[config.mk]
export PLATFORM = sky130hd
export DESIGN_NAME = bne_ctrl
export DESIGN_NICKNAME = d
export VERILOG_FILES = /design/src/rtl/core/bne_pkg.sv /design/src/rtl/core/bne_ctrl.sv
export VERILOG_INCLUDE_DIRS = /design/src /design/src/rtl/core
export SDC_FILE = /design/constraint.sdc
export NUM_CORES = 1
export LEC_CHECK = 0
export BUFFER_PORTS_ARGS = -buffer_cell sky130_fd_sc_hd__buf_2
export CORE_AREA = 2 2 39 41
export DETAILED_ROUTE_END_ITERATION = 6
export DIE_AREA = 0 0 41 43
export HOLD_SLACK_MARGIN = 0.03
export SETUP_SLACK_MARGIN = 0.3
export SYNTH_ARGS = -nofsm -noshare
export SYNTH_HDL_FRONTEND = slang
export SYNTH_SLANG_ARGS = --single-unit
export TNS_END_PERCENT = 5
[constraint.sdc]
create_clock -name clk -period 3.1 [get_ports clk]
set_clock_uncertainty 0.2 [all_clocks]
set_input_delay 0.465 -clock clk [delete_from_list [all_inputs] [get_ports clk]]
set_output_delay 0.465 -clock clk [all_outputs]
set_load 0.05 [all_outputs]
[src/rtl/core/boolean_netlist_evaluator_macros.svh]
// Assertion macros shared by the netlist evaluator modules.
// Each macro expects signals named clk and rst_n in the scope where it is used.
`ifndef BOOLEAN_NETLIST_EVALUATOR_MACROS_SVH
`define BOOLEAN_NETLIST_EVALUATOR_MACROS_SVH

// Same-cycle implication, checked outside of reset.
`define BNE_ASSERT_IMPL(label, ante, cons) \
    label: assert property (@(posedge clk) disable iff (!rst_n) (ante) |-> (cons)) \
        else $error("netlist evaluator assertion failed");

// Next-cycle implication, checked outside of reset.
`define BNE_ASSERT_NEXT(label, ante, cons) \
    label: assert property (@(posedge clk) disable iff (!rst_n) (ante) |=> (cons)) \
        else $error("netlist evaluator assertion failed");

`endif

[src/rtl/core/bne_pkg.sv]
// Shared types and constants of the boolean netlist evaluator.
// Used by the controller, the datapath and the top level; depends on nothing.
package bne_pkg;

    // Field widths fixed by the item format.
    localparam int WIRE_W        = 12;
    localparam int LIMIT_W       = 13;
    localparam int WIRES_DEFAULT = 4096;
    localparam logic [LIMIT_W-1:0] LIMIT_RESET = 13'd4096;

    // Command codes.
    typedef enum logic [1:0] {
        OP_CLEAR = 2'd0,
        OP_SET   = 2'd1,
        OP_GATE  = 2'd2,
        OP_READ  = 2'd3
    } bne_op_t;

    // Gate kinds.
    typedef enum logic [1:0] {
        GK_AND = 2'd0,
        GK_XOR = 2'd1,
        GK_NOT = 2'd2,
        GK_BAD = 2'd3
    } bne_kind_t;

    // Result status codes.
    typedef enum logic [2:0] {
        ST_OK            = 3'd0,
        ST_IN_RANGE      = 3'd1,
        ST_DEST_RANGE    = 3'd2,
        ST_GATE_IN_RANGE = 3'd3,
        ST_BAD_TYPE      = 3'd4,
        ST_OUT_RANGE     = 3'd5
    } bne_status_t;

    // Commands from the controller to the datapath.
    typedef struct packed {
        logic load;   // capture the accepted item and start the wire reads
        logic exec;   // evaluate the captured item and load the result
        logic sweep;  // write one zero entry of the clearing pass
    } bne_ctl_t;

    // Status from the datapath to the controller.
    typedef struct packed {
        logic out_stall;   // result register full and not being taken
        logic is_clear;    // captured item is a clear command
        logic sweep_last;  // clearing pass is at its final entry
    } bne_sts_t;

endpackage

[src/rtl/core/bne_ctrl.sv]
// Controller state machine of the netlist evaluator: accept, execute, clearing pass.
// Depends on bne_pkg and the assertion macros header.
`include "boolean_netlist_evaluator_macros.svh"

module bne_ctrl (
    input  logic              clk,
    input  logic              rst_n,
    input  logic              s_tvalid,
    output logic              s_tready,
    output bne_pkg::bne_ctl_t ctl,
    input  bne_pkg::bne_sts_t sts
);

    typedef enum logic [2:0] {
        S_CLEAR = 3'b001,
        S_IDLE  = 3'b010,
        S_EXEC  = 3'b100
    } bne_state_t;

    bne_state_t state_reg;
    bne_state_t state_next;

    // Next state and commands.
    always_comb
    begin
        state_next = state_reg;
        ctl        = '0;
        s_tready   = 1'b0;
        case (state_reg)
            S_IDLE:
            begin
                s_tready = 1'b1;
                if (s_tvalid)
                begin
                    ctl.load   = 1'b1;
                    state_next = S_EXEC;
                end
            end
            S_EXEC:
            begin
                if (!sts.out_stall)
                begin
                    ctl.exec   = 1'b1;
                    state_next = sts.is_clear ? S_CLEAR : S_IDLE;
                end
            end
            S_CLEAR:
            begin
                ctl.sweep = 1'b1;
                if (sts.sweep_last)
                begin
                    state_next = S_IDLE;
                end
            end
            default:
            begin
                state_next = S_CLEAR;
            end
        endcase
    end

    // State register; reset starts with a clearing pass.
    always_ff @(posedge clk or negedge rst_n)
    begin
        if (!rst_n)
        begin
            state_reg <= S_CLEAR;
        end
        else
        begin
            state_reg <= state_next;
        end
    end

    // The result register is never overwritten while it still holds an item.
    `BNE_ASSERT_IMPL(a_exec_not_stalled, ctl.exec, !sts.out_stall)
    // An accepted item is executed before anything else.
    `BNE_ASSERT_NEXT(a_load_to_exec, ctl.load, state_reg == S_EXEC)
    // A clear command is followed by the clearing pass.
    `BNE_ASSERT_NEXT(a_clear_sweeps, ctl.exec && sts.is_clear, state_reg == S_CLEAR)

endmodule

Word level (Yosys, flattened, before mapping) --
Index checks and enable logic that the tools add are counted.
Word-level totals: flip-flop bits (word level) 3, input bits 6, output and inout bits 4, logic and storage cells 19
Operators by class: equality and inequality tests 6, multiplexer cells 11, reduce and logical (&&, ||, !) cells 1
Operator list (number):
- $mux W3 | 3
- $pmux W3 S3 | 1
- $mux W1 | 6
- $ne A2 B2 Y1 const B | 3
- $eq A3 B1 Y1 const B | 1
- $eq A3 B2 Y1 const B | 1
- $eq A3 B3 Y1 const B | 1
- $reduce_and A3 Y1 | 1
- $mux W2 | 1

Longest topological paths before layout --
Gate-level depths: netlist of run 1.
word-level depth 3, depth in mapped cells 4, mapped depth without buffers 3

Worst setup path before layout of run 1 --
No wires, ideal clock.
path type register -> output, from reg state_reg[1], to out ctl[2] in the netlist's numbering, arrival time 1.735 ns, slack 0.700 ns, cell stages (with the launch flop) 4, buffers on the path 0, cell sequence dfrtp_1 -> nand2b_1 -> nor2_1 -> and2_1
RTL lines:
- from (decl) | line bne_ctrl.sv:20 | bne_state_t state_reg;
- from (signal assigned) | line bne_ctrl.sv:71 | state_reg <= state_next;
- to (decl) | line bne_ctrl.sv:10 | output bne_pkg::bne_ctl_t ctl,

==> results.sh, run 1 <==
export IMPL_largest_reg_flops=3
export IMPL_io_pins=10
export IMPL_ys_seq_area_share_pct=37.2
export IMPL_path_class="flip-flop to output port"
export IMPL_synthCells=23
export IMPL_tightest_slew_ns=0.268
export IMPL_grt_overflow=0
export IMPL_final_util_pct=21.6
export IMPL_die_y_um=43
export IMPL_final_hold_viol_count=0
export IMPL_finalCritPeriodShare_pct=64.9
export IMPL_reg2reg_depth=3
export IMPL_vias_per_cell=3.92
export IMPL_dpl_worst_slack_ns=1.33
export IMPL_drt_initial_drc_count=0
export IMPL_rsz0062_at_grt="no"
export IMPL_final_cell_mix="9 x buf_2, 3 x nand3b_1, 3 x clkbuf_4"
export IMPL_leakage_nw=0.134
export IMPL_tns_ns=0
export IMPL_vias=204
export IMPL_diodes=0
export IMPL_avgRoutedWirePerCell_um=8.98
export IMPL_total_power_w=0.000289
export IMPL_cts_sinks=3
export IMPL_whs_path_depth=3
export IMPL_slew_viol_final=0
export IMPL_start_util_pct=14.8
export IMPL_grt_start_max_net_pins=10
export IMPL_outcome="completed"
export IMPL_worstPathArrival_ns=1.35
export IMPL_synth_seq_cells=3
export IMPL_drive_gt1_share_pct=38.9
export IMPL_firstDrtPassIters=1
export IMPL_drc_errors=0
export IMPL_cts_root_buf="clkbuf_4"
export IMPL_syn_to_final_growth_pct=45.7
export IMPL_max_vdd_ir_drop_mv=0.238
export IMPL_grt_pass1_wl_um=793
export IMPL_timing_final_ws_setup_ns=1.09
export IMPL_final_common_cell="buf_2"
export IMPL_worst_path_max_fanout=7
export IMPL_max_freq_mhz=497
export IMPL_yosys_warnings=0
export IMPL_antenna_found_initial=0
export IMPL_synth_area_um2=205
export IMPL_cap_viol_max_count=0
export IMPL_nNetsFinal=43
export IMPL_synth_distinct_cells=16
export IMPL_p_per_area_mw_per_mm2=968
export IMPL_fp_dieW_um=41
export IMPL_insertion_delay_ns=0.23
export IMPL_cp_start_kind="flip-flop"
export IMPL_post_cts_setup_buffer_count=0
export IMPL_syn_avg_cell_area_um2=8.92
export IMPL_max_slew_margin_rel_pct=82.1
export IMPL_required_ns=2.43
export IMPL_clk_path_buf_depth=2
export IMPL_min_period_ns=2.01
export IMPL_ant_nets=0
export IMPL_numCtsBuffers=3
export IMPL_grt_pass1_vias=195
export IMPL_port_buffers=9
export IMPL_fill_cells=154
export IMPL_r2r_setup_slack_ns=1.66
export IMPL_finalWeightedCongestion=0.777
export IMPL_wirelength_um=467
export IMPL_grt_total_usage_pct=6.94
export IMPL_dpl_hpwl_um=354
export IMPL_min_path_type="input pin to flip-flop"
export IMPL_cp_end_kind="output port"
export IMPL_cts_tree="built"
export IMPL_coreArea_mm2=0.00138
export IMPL_clkTransAtPathRegs_ns=0.04
export IMPL_rows=14
export IMPL_synthesis_nets=29
export IMPL_setup_viol=0
export IMPL_ctsResizeCount=0
export IMPL_cts_max_level=1
export IMPL_dieArea_mm2=0.00176
[worst max-delay path: stages (launching register included)]
cell and delay [ns]:
dfstp_2 0.57, nand2b_1 0.14, nor2_1 0.05, and2_1 0.16
buf_2 0.20
[path summary, 6_finish.rpt]
| check | startpoint | to |
|---|---|---|
| max reg2reg | state_reg[0] | state_reg[1] |
| min in group asynchronous | rst_n | state_reg[1] |
| min | s_tvalid | state_reg[2] |
| max | state_reg[0] | ctl[2] |
| min reg2reg | state_reg[0] | state_reg[2] |
| max in group asynchronous | rst_n | state_reg[0] |
[synthesized netlist by cell type, drive strengths merged]
library cell / n / area (um2)
inv: 1 / 3.75
nor3: 3 / 20.0
o32a: 1 / 10.0
nor2b: 1 / 6.26
nor3b: 1 / 7.51
a21oi: 2 / 10.0
dfrtp: 2 / 50.1
buf: 1 / 7.51
nor4b: 1 / 8.76
a31oi: 1 / 6.26
and2: 1 / 6.26
nand2b: 2 / 12.5
dfstp: 1 / 26.3
nand3b: 3 / 22.5
nor2: 2 / 7.51
[metal layers]
layer	wire (um)	share of wire (%)	track usage, %
met5	0	0	0
met4	0	0	6.00
met3	29	6.2	3.14
met2	214	46	8.44
met1	223	48	8.74
[where the power goes]
group / switching (W) / internal, W / total, W
clock network: 0.0000194 / 0.0000482 / 0.0000676
logic: 0.0000846 / 0.0000507 / 0.000135
registers: 0.0000280 / 0.0000584 / 0.0000865
[stage by stage]
| step | hold WS (ns) | instances | cell area [um2] |
|---|---|---|---|
| 6_report | 0.338 | 52 | 299 |
| 5_1_grt | 0.352 | 52 | 299 |
| 4_1_cts | 0.332 | 52 | 299 |
| 3_5_place_dp | 0.0657 | 47 | 263 |
| 3_3_place_gp | 0.0620 | 47 | 263 |
| 2_1_floorplan | -0.0306 | 23 | 205 |
[timing repair]
item | CTS | global route
endpoints found under the setup margin | 0 | 0
endpoints found under the hold margin | 3 | 0
hold buffers | 1 | 0
[kinds of logic after synthesis]
kind of cell | after synthesis | synth area share [%]
buffers and inverters | 2 | 5.49
AND/OR/NAND/NOR | 14 | 44.5
AO/OA/AOI/OAI | 4 | 12.8
flip-flops | 3 | 37.2
[area by class of cell]
| type | count | area (um2) | share of cell area (%) |
|---|---|---|---|
| clock buffer | 4 | 26.3 | 8.79 |
| inverter | 1 | 3.75 | 1.26 |
| timing repair buffer | 10 | 55.1 | 18.4 |
| multi-input combinational | 18 | 118 | 39.3 |
| tap | 16 | 20.0 | 6.69 |
| sequential | 3 | 76.3 | 25.5 |
(Power assumes the default switching activity.)
==> inputs of run 2 (changes only) <==
Settings changed: ABC_AREA set to 1.
Clock period 3.1 ns to 2.07 ns, I/O delays scaled along.
==> results.sh, run 2 <==
export IMPL_antenna_found_initial=0
export IMPL_final_hold_viol_count=0
export IMPL_coreArea_mm2=0.00138
export IMPL_max_slew_margin_rel_pct=83.6
export IMPL_drive_gt1_share_pct=36.6
export IMPL_grt_start_max_net_pins=6
export IMPL_final_common_cell="buf_2"
export IMPL_die_y_um=43
export IMPL_finalCritPeriodShare_pct=84.1
export IMPL_cap_viol_max_count=0
export IMPL_synth_top_area_share_pct=27.8
export IMPL_synth_area_um2=180
export IMPL_syn_to_final_growth_pct=71.5
export IMPL_setup_viol=0
export IMPL_firstDrtPassIters=2
export IMPL_dieArea_mm2=0.00176
export IMPL_rsz0062_at_grt="yes"
export IMPL_largest_reg_flops=3
export IMPL_drt_initial_drc_count=2
export IMPL_worst_path_max_fanout=4
export IMPL_path_class="flip-flop to output port"
export IMPL_synth_main_ff_cell="dfrtp_1"
export IMPL_cts_tree="built"
export IMPL_grt_pass1_vias=186
export IMPL_port_buffers=9
export IMPL_vias_per_cell=3.79
export IMPL_outcome="completed"
export IMPL_min_path_type="input pin to flip-flop"
export IMPL_grt_total_usage_pct=6.65
export IMPL_synthCells=26
export IMPL_p_per_area_mw_per_mm2=1600
export IMPL_grt_pass1_wl_um=648
export IMPL_nNetsFinal=48
export IMPL_post_synth_top_count_cell="nor2_1"
export IMPL_yosys_warnings=0
export IMPL_clk_path_buf_depth=2
export IMPL_ys_top_cells_by_area="dfrtp_1 28%, dfstp_2 15%, nor2_1 13%"
export IMPL_cts_max_level=1
export IMPL_required_ns=1.56
export IMPL_slew_viol_final=0
export IMPL_grt_overflow=0
export IMPL_ant_nets=0
export IMPL_insertion_delay_ns=0.23
export IMPL_io_pins=10
export IMPL_cts_root_buf="clkbuf_4"
export IMPL_diodes=0
export IMPL_tns_ns=0
export IMPL_yosysTopAreaCell="dfrtp_1"
export IMPL_start_util_pct=13.0
export IMPL_synth_seq_cells=3
export IMPL_dpl_hpwl_um=332
export IMPL_clkTransAtPathRegs_ns=0.04
export IMPL_worstPathArrival_ns=1.23
export IMPL_leakage_nw=0.171
export IMPL_synthesis_nets=32
export IMPL_cp_end_kind="output port"
export IMPL_avgRoutedWirePerCell_um=7.40
export IMPL_tightest_slew_ns=0.247
export IMPL_fp_dieW_um=41
export IMPL_fill_cells=160
export IMPL_syn_avg_cell_area_um2=6.93
export IMPL_finalWeightedCongestion=0.720
export IMPL_wirelength_um=422
export IMPL_ys_seq_area_share_pct=42.4
export IMPL_final_cell_mix="7 x buf_2, 6 x nor2_1, 5 x inv_1, 4 x nand3_1"
export IMPL_synth_async_reset_ratio_pct=100
export IMPL_cts_sinks=3
export IMPL_cp_start_kind="flip-flop"
export IMPL_synth_distinct_cells=10
export IMPL_max_vdd_ir_drop_mv=0.256
export IMPL_vias=216
export IMPL_final_area_um2=309
export IMPL_rows=14
export IMPL_drc_errors=0
export IMPL_max_freq_mhz=575
export IMPL_place_area_um2=260
export IMPL_ys_top_cells_by_count="6 x nor2_1, 5 x inv_1, 4 x nand3_1, 3 x nand2_1"
export IMPL_min_period_ns=1.74
export IMPL_synth_edf_count=0
export IMPL_numCtsBuffers=3
[run 2: cell families (layout without fill, tap and decap cells)]
kind of cell / after synthesis / count (layout) / synth area share [%]
compound gates: 3 / 3 / 9.72
buf+inv: 5 / 20 / 10.4
flops: 3 / 3 / 42.4
simple gates: 15 / 15 / 37.5
[run 2: area by class of cell]
| cell class | count | area, um2 | area share (%) |
|---|---|---|---|
| multi-input combinational | 18 | 100 | 32.4 |
| sequential | 3 | 76.3 | 24.7 |
| timing repair buffer | 11 | 67.6 | 21.9 |
| clock buffer | 4 | 26.3 | 8.50 |
| tap | 16 | 20.0 | 6.48 |
| inverter | 5 | 18.8 | 6.07 |
[run 2: final timing paths]
check	from	endpoint	slack [ns]	depth (start not counted)
hold / removal	sts[0]	state_reg[0]	0.14	3
min in group asynchronous	rst_n	state_reg[1]	0.20	2
hold reg to reg	state_reg[2]	state_reg[0]	0.42	3
setup reg to reg	state_reg[0]	state_reg[1]	0.70	4
max in group asynchronous	rst_n	state_reg[0]	1.28	2
setup / recovery	state_reg[0]	s_tready	0.33	4
[run 2: metrics by stage]
stage               total power (W)  std cells  util, %  hold WS, ns  setup slack, ns
global placement           0.000360         51     18.8      -0.0928            0.533
finish                     0.000494         57     22.3        0.145            0.329
floorplan                  0.000310         26        -       -0.185            0.295
global route               0.000535         57     22.3        0.156            0.254
detailed placement         0.000360         51     18.8      -0.0923            0.513
CTS                        0.000479         56     21.6        0.143            0.299
[run 2: metal layers]
metal	wire length, um	part of all wire, %	up-vias	global-route usage, %
li1	-	-	115	-
met1	171	41	91	5.52
met2	194	46	8	7.81
met3	39	9.2	2	4.71
met4	17	4.0	0	10.0
met5	0	0	-	0
[run 2: timing repair]
item / CTS / global route
hold endpoints to repair: 3 / 0
resized for setup: 1 / 2
endpoints found under the setup margin: 2 / 4
setup buffers: 0 / 1
hold buffers: 1 / 0
[run 2: where the power goes]
part           total [W]  switching [W]  internal (W)
combinational   0.000264       0.000172     0.0000917
clock           0.000104      0.0000320     0.0000723
sequential      0.000126      0.0000346     0.0000915
[run 2: worst max-delay path, cell delays in order (launching register included)]
cell     delay [ns]
dfstp_2        0.57
nor2_1         0.06
nand2_1        0.11
inv_1          0.05
buf_2          0.20
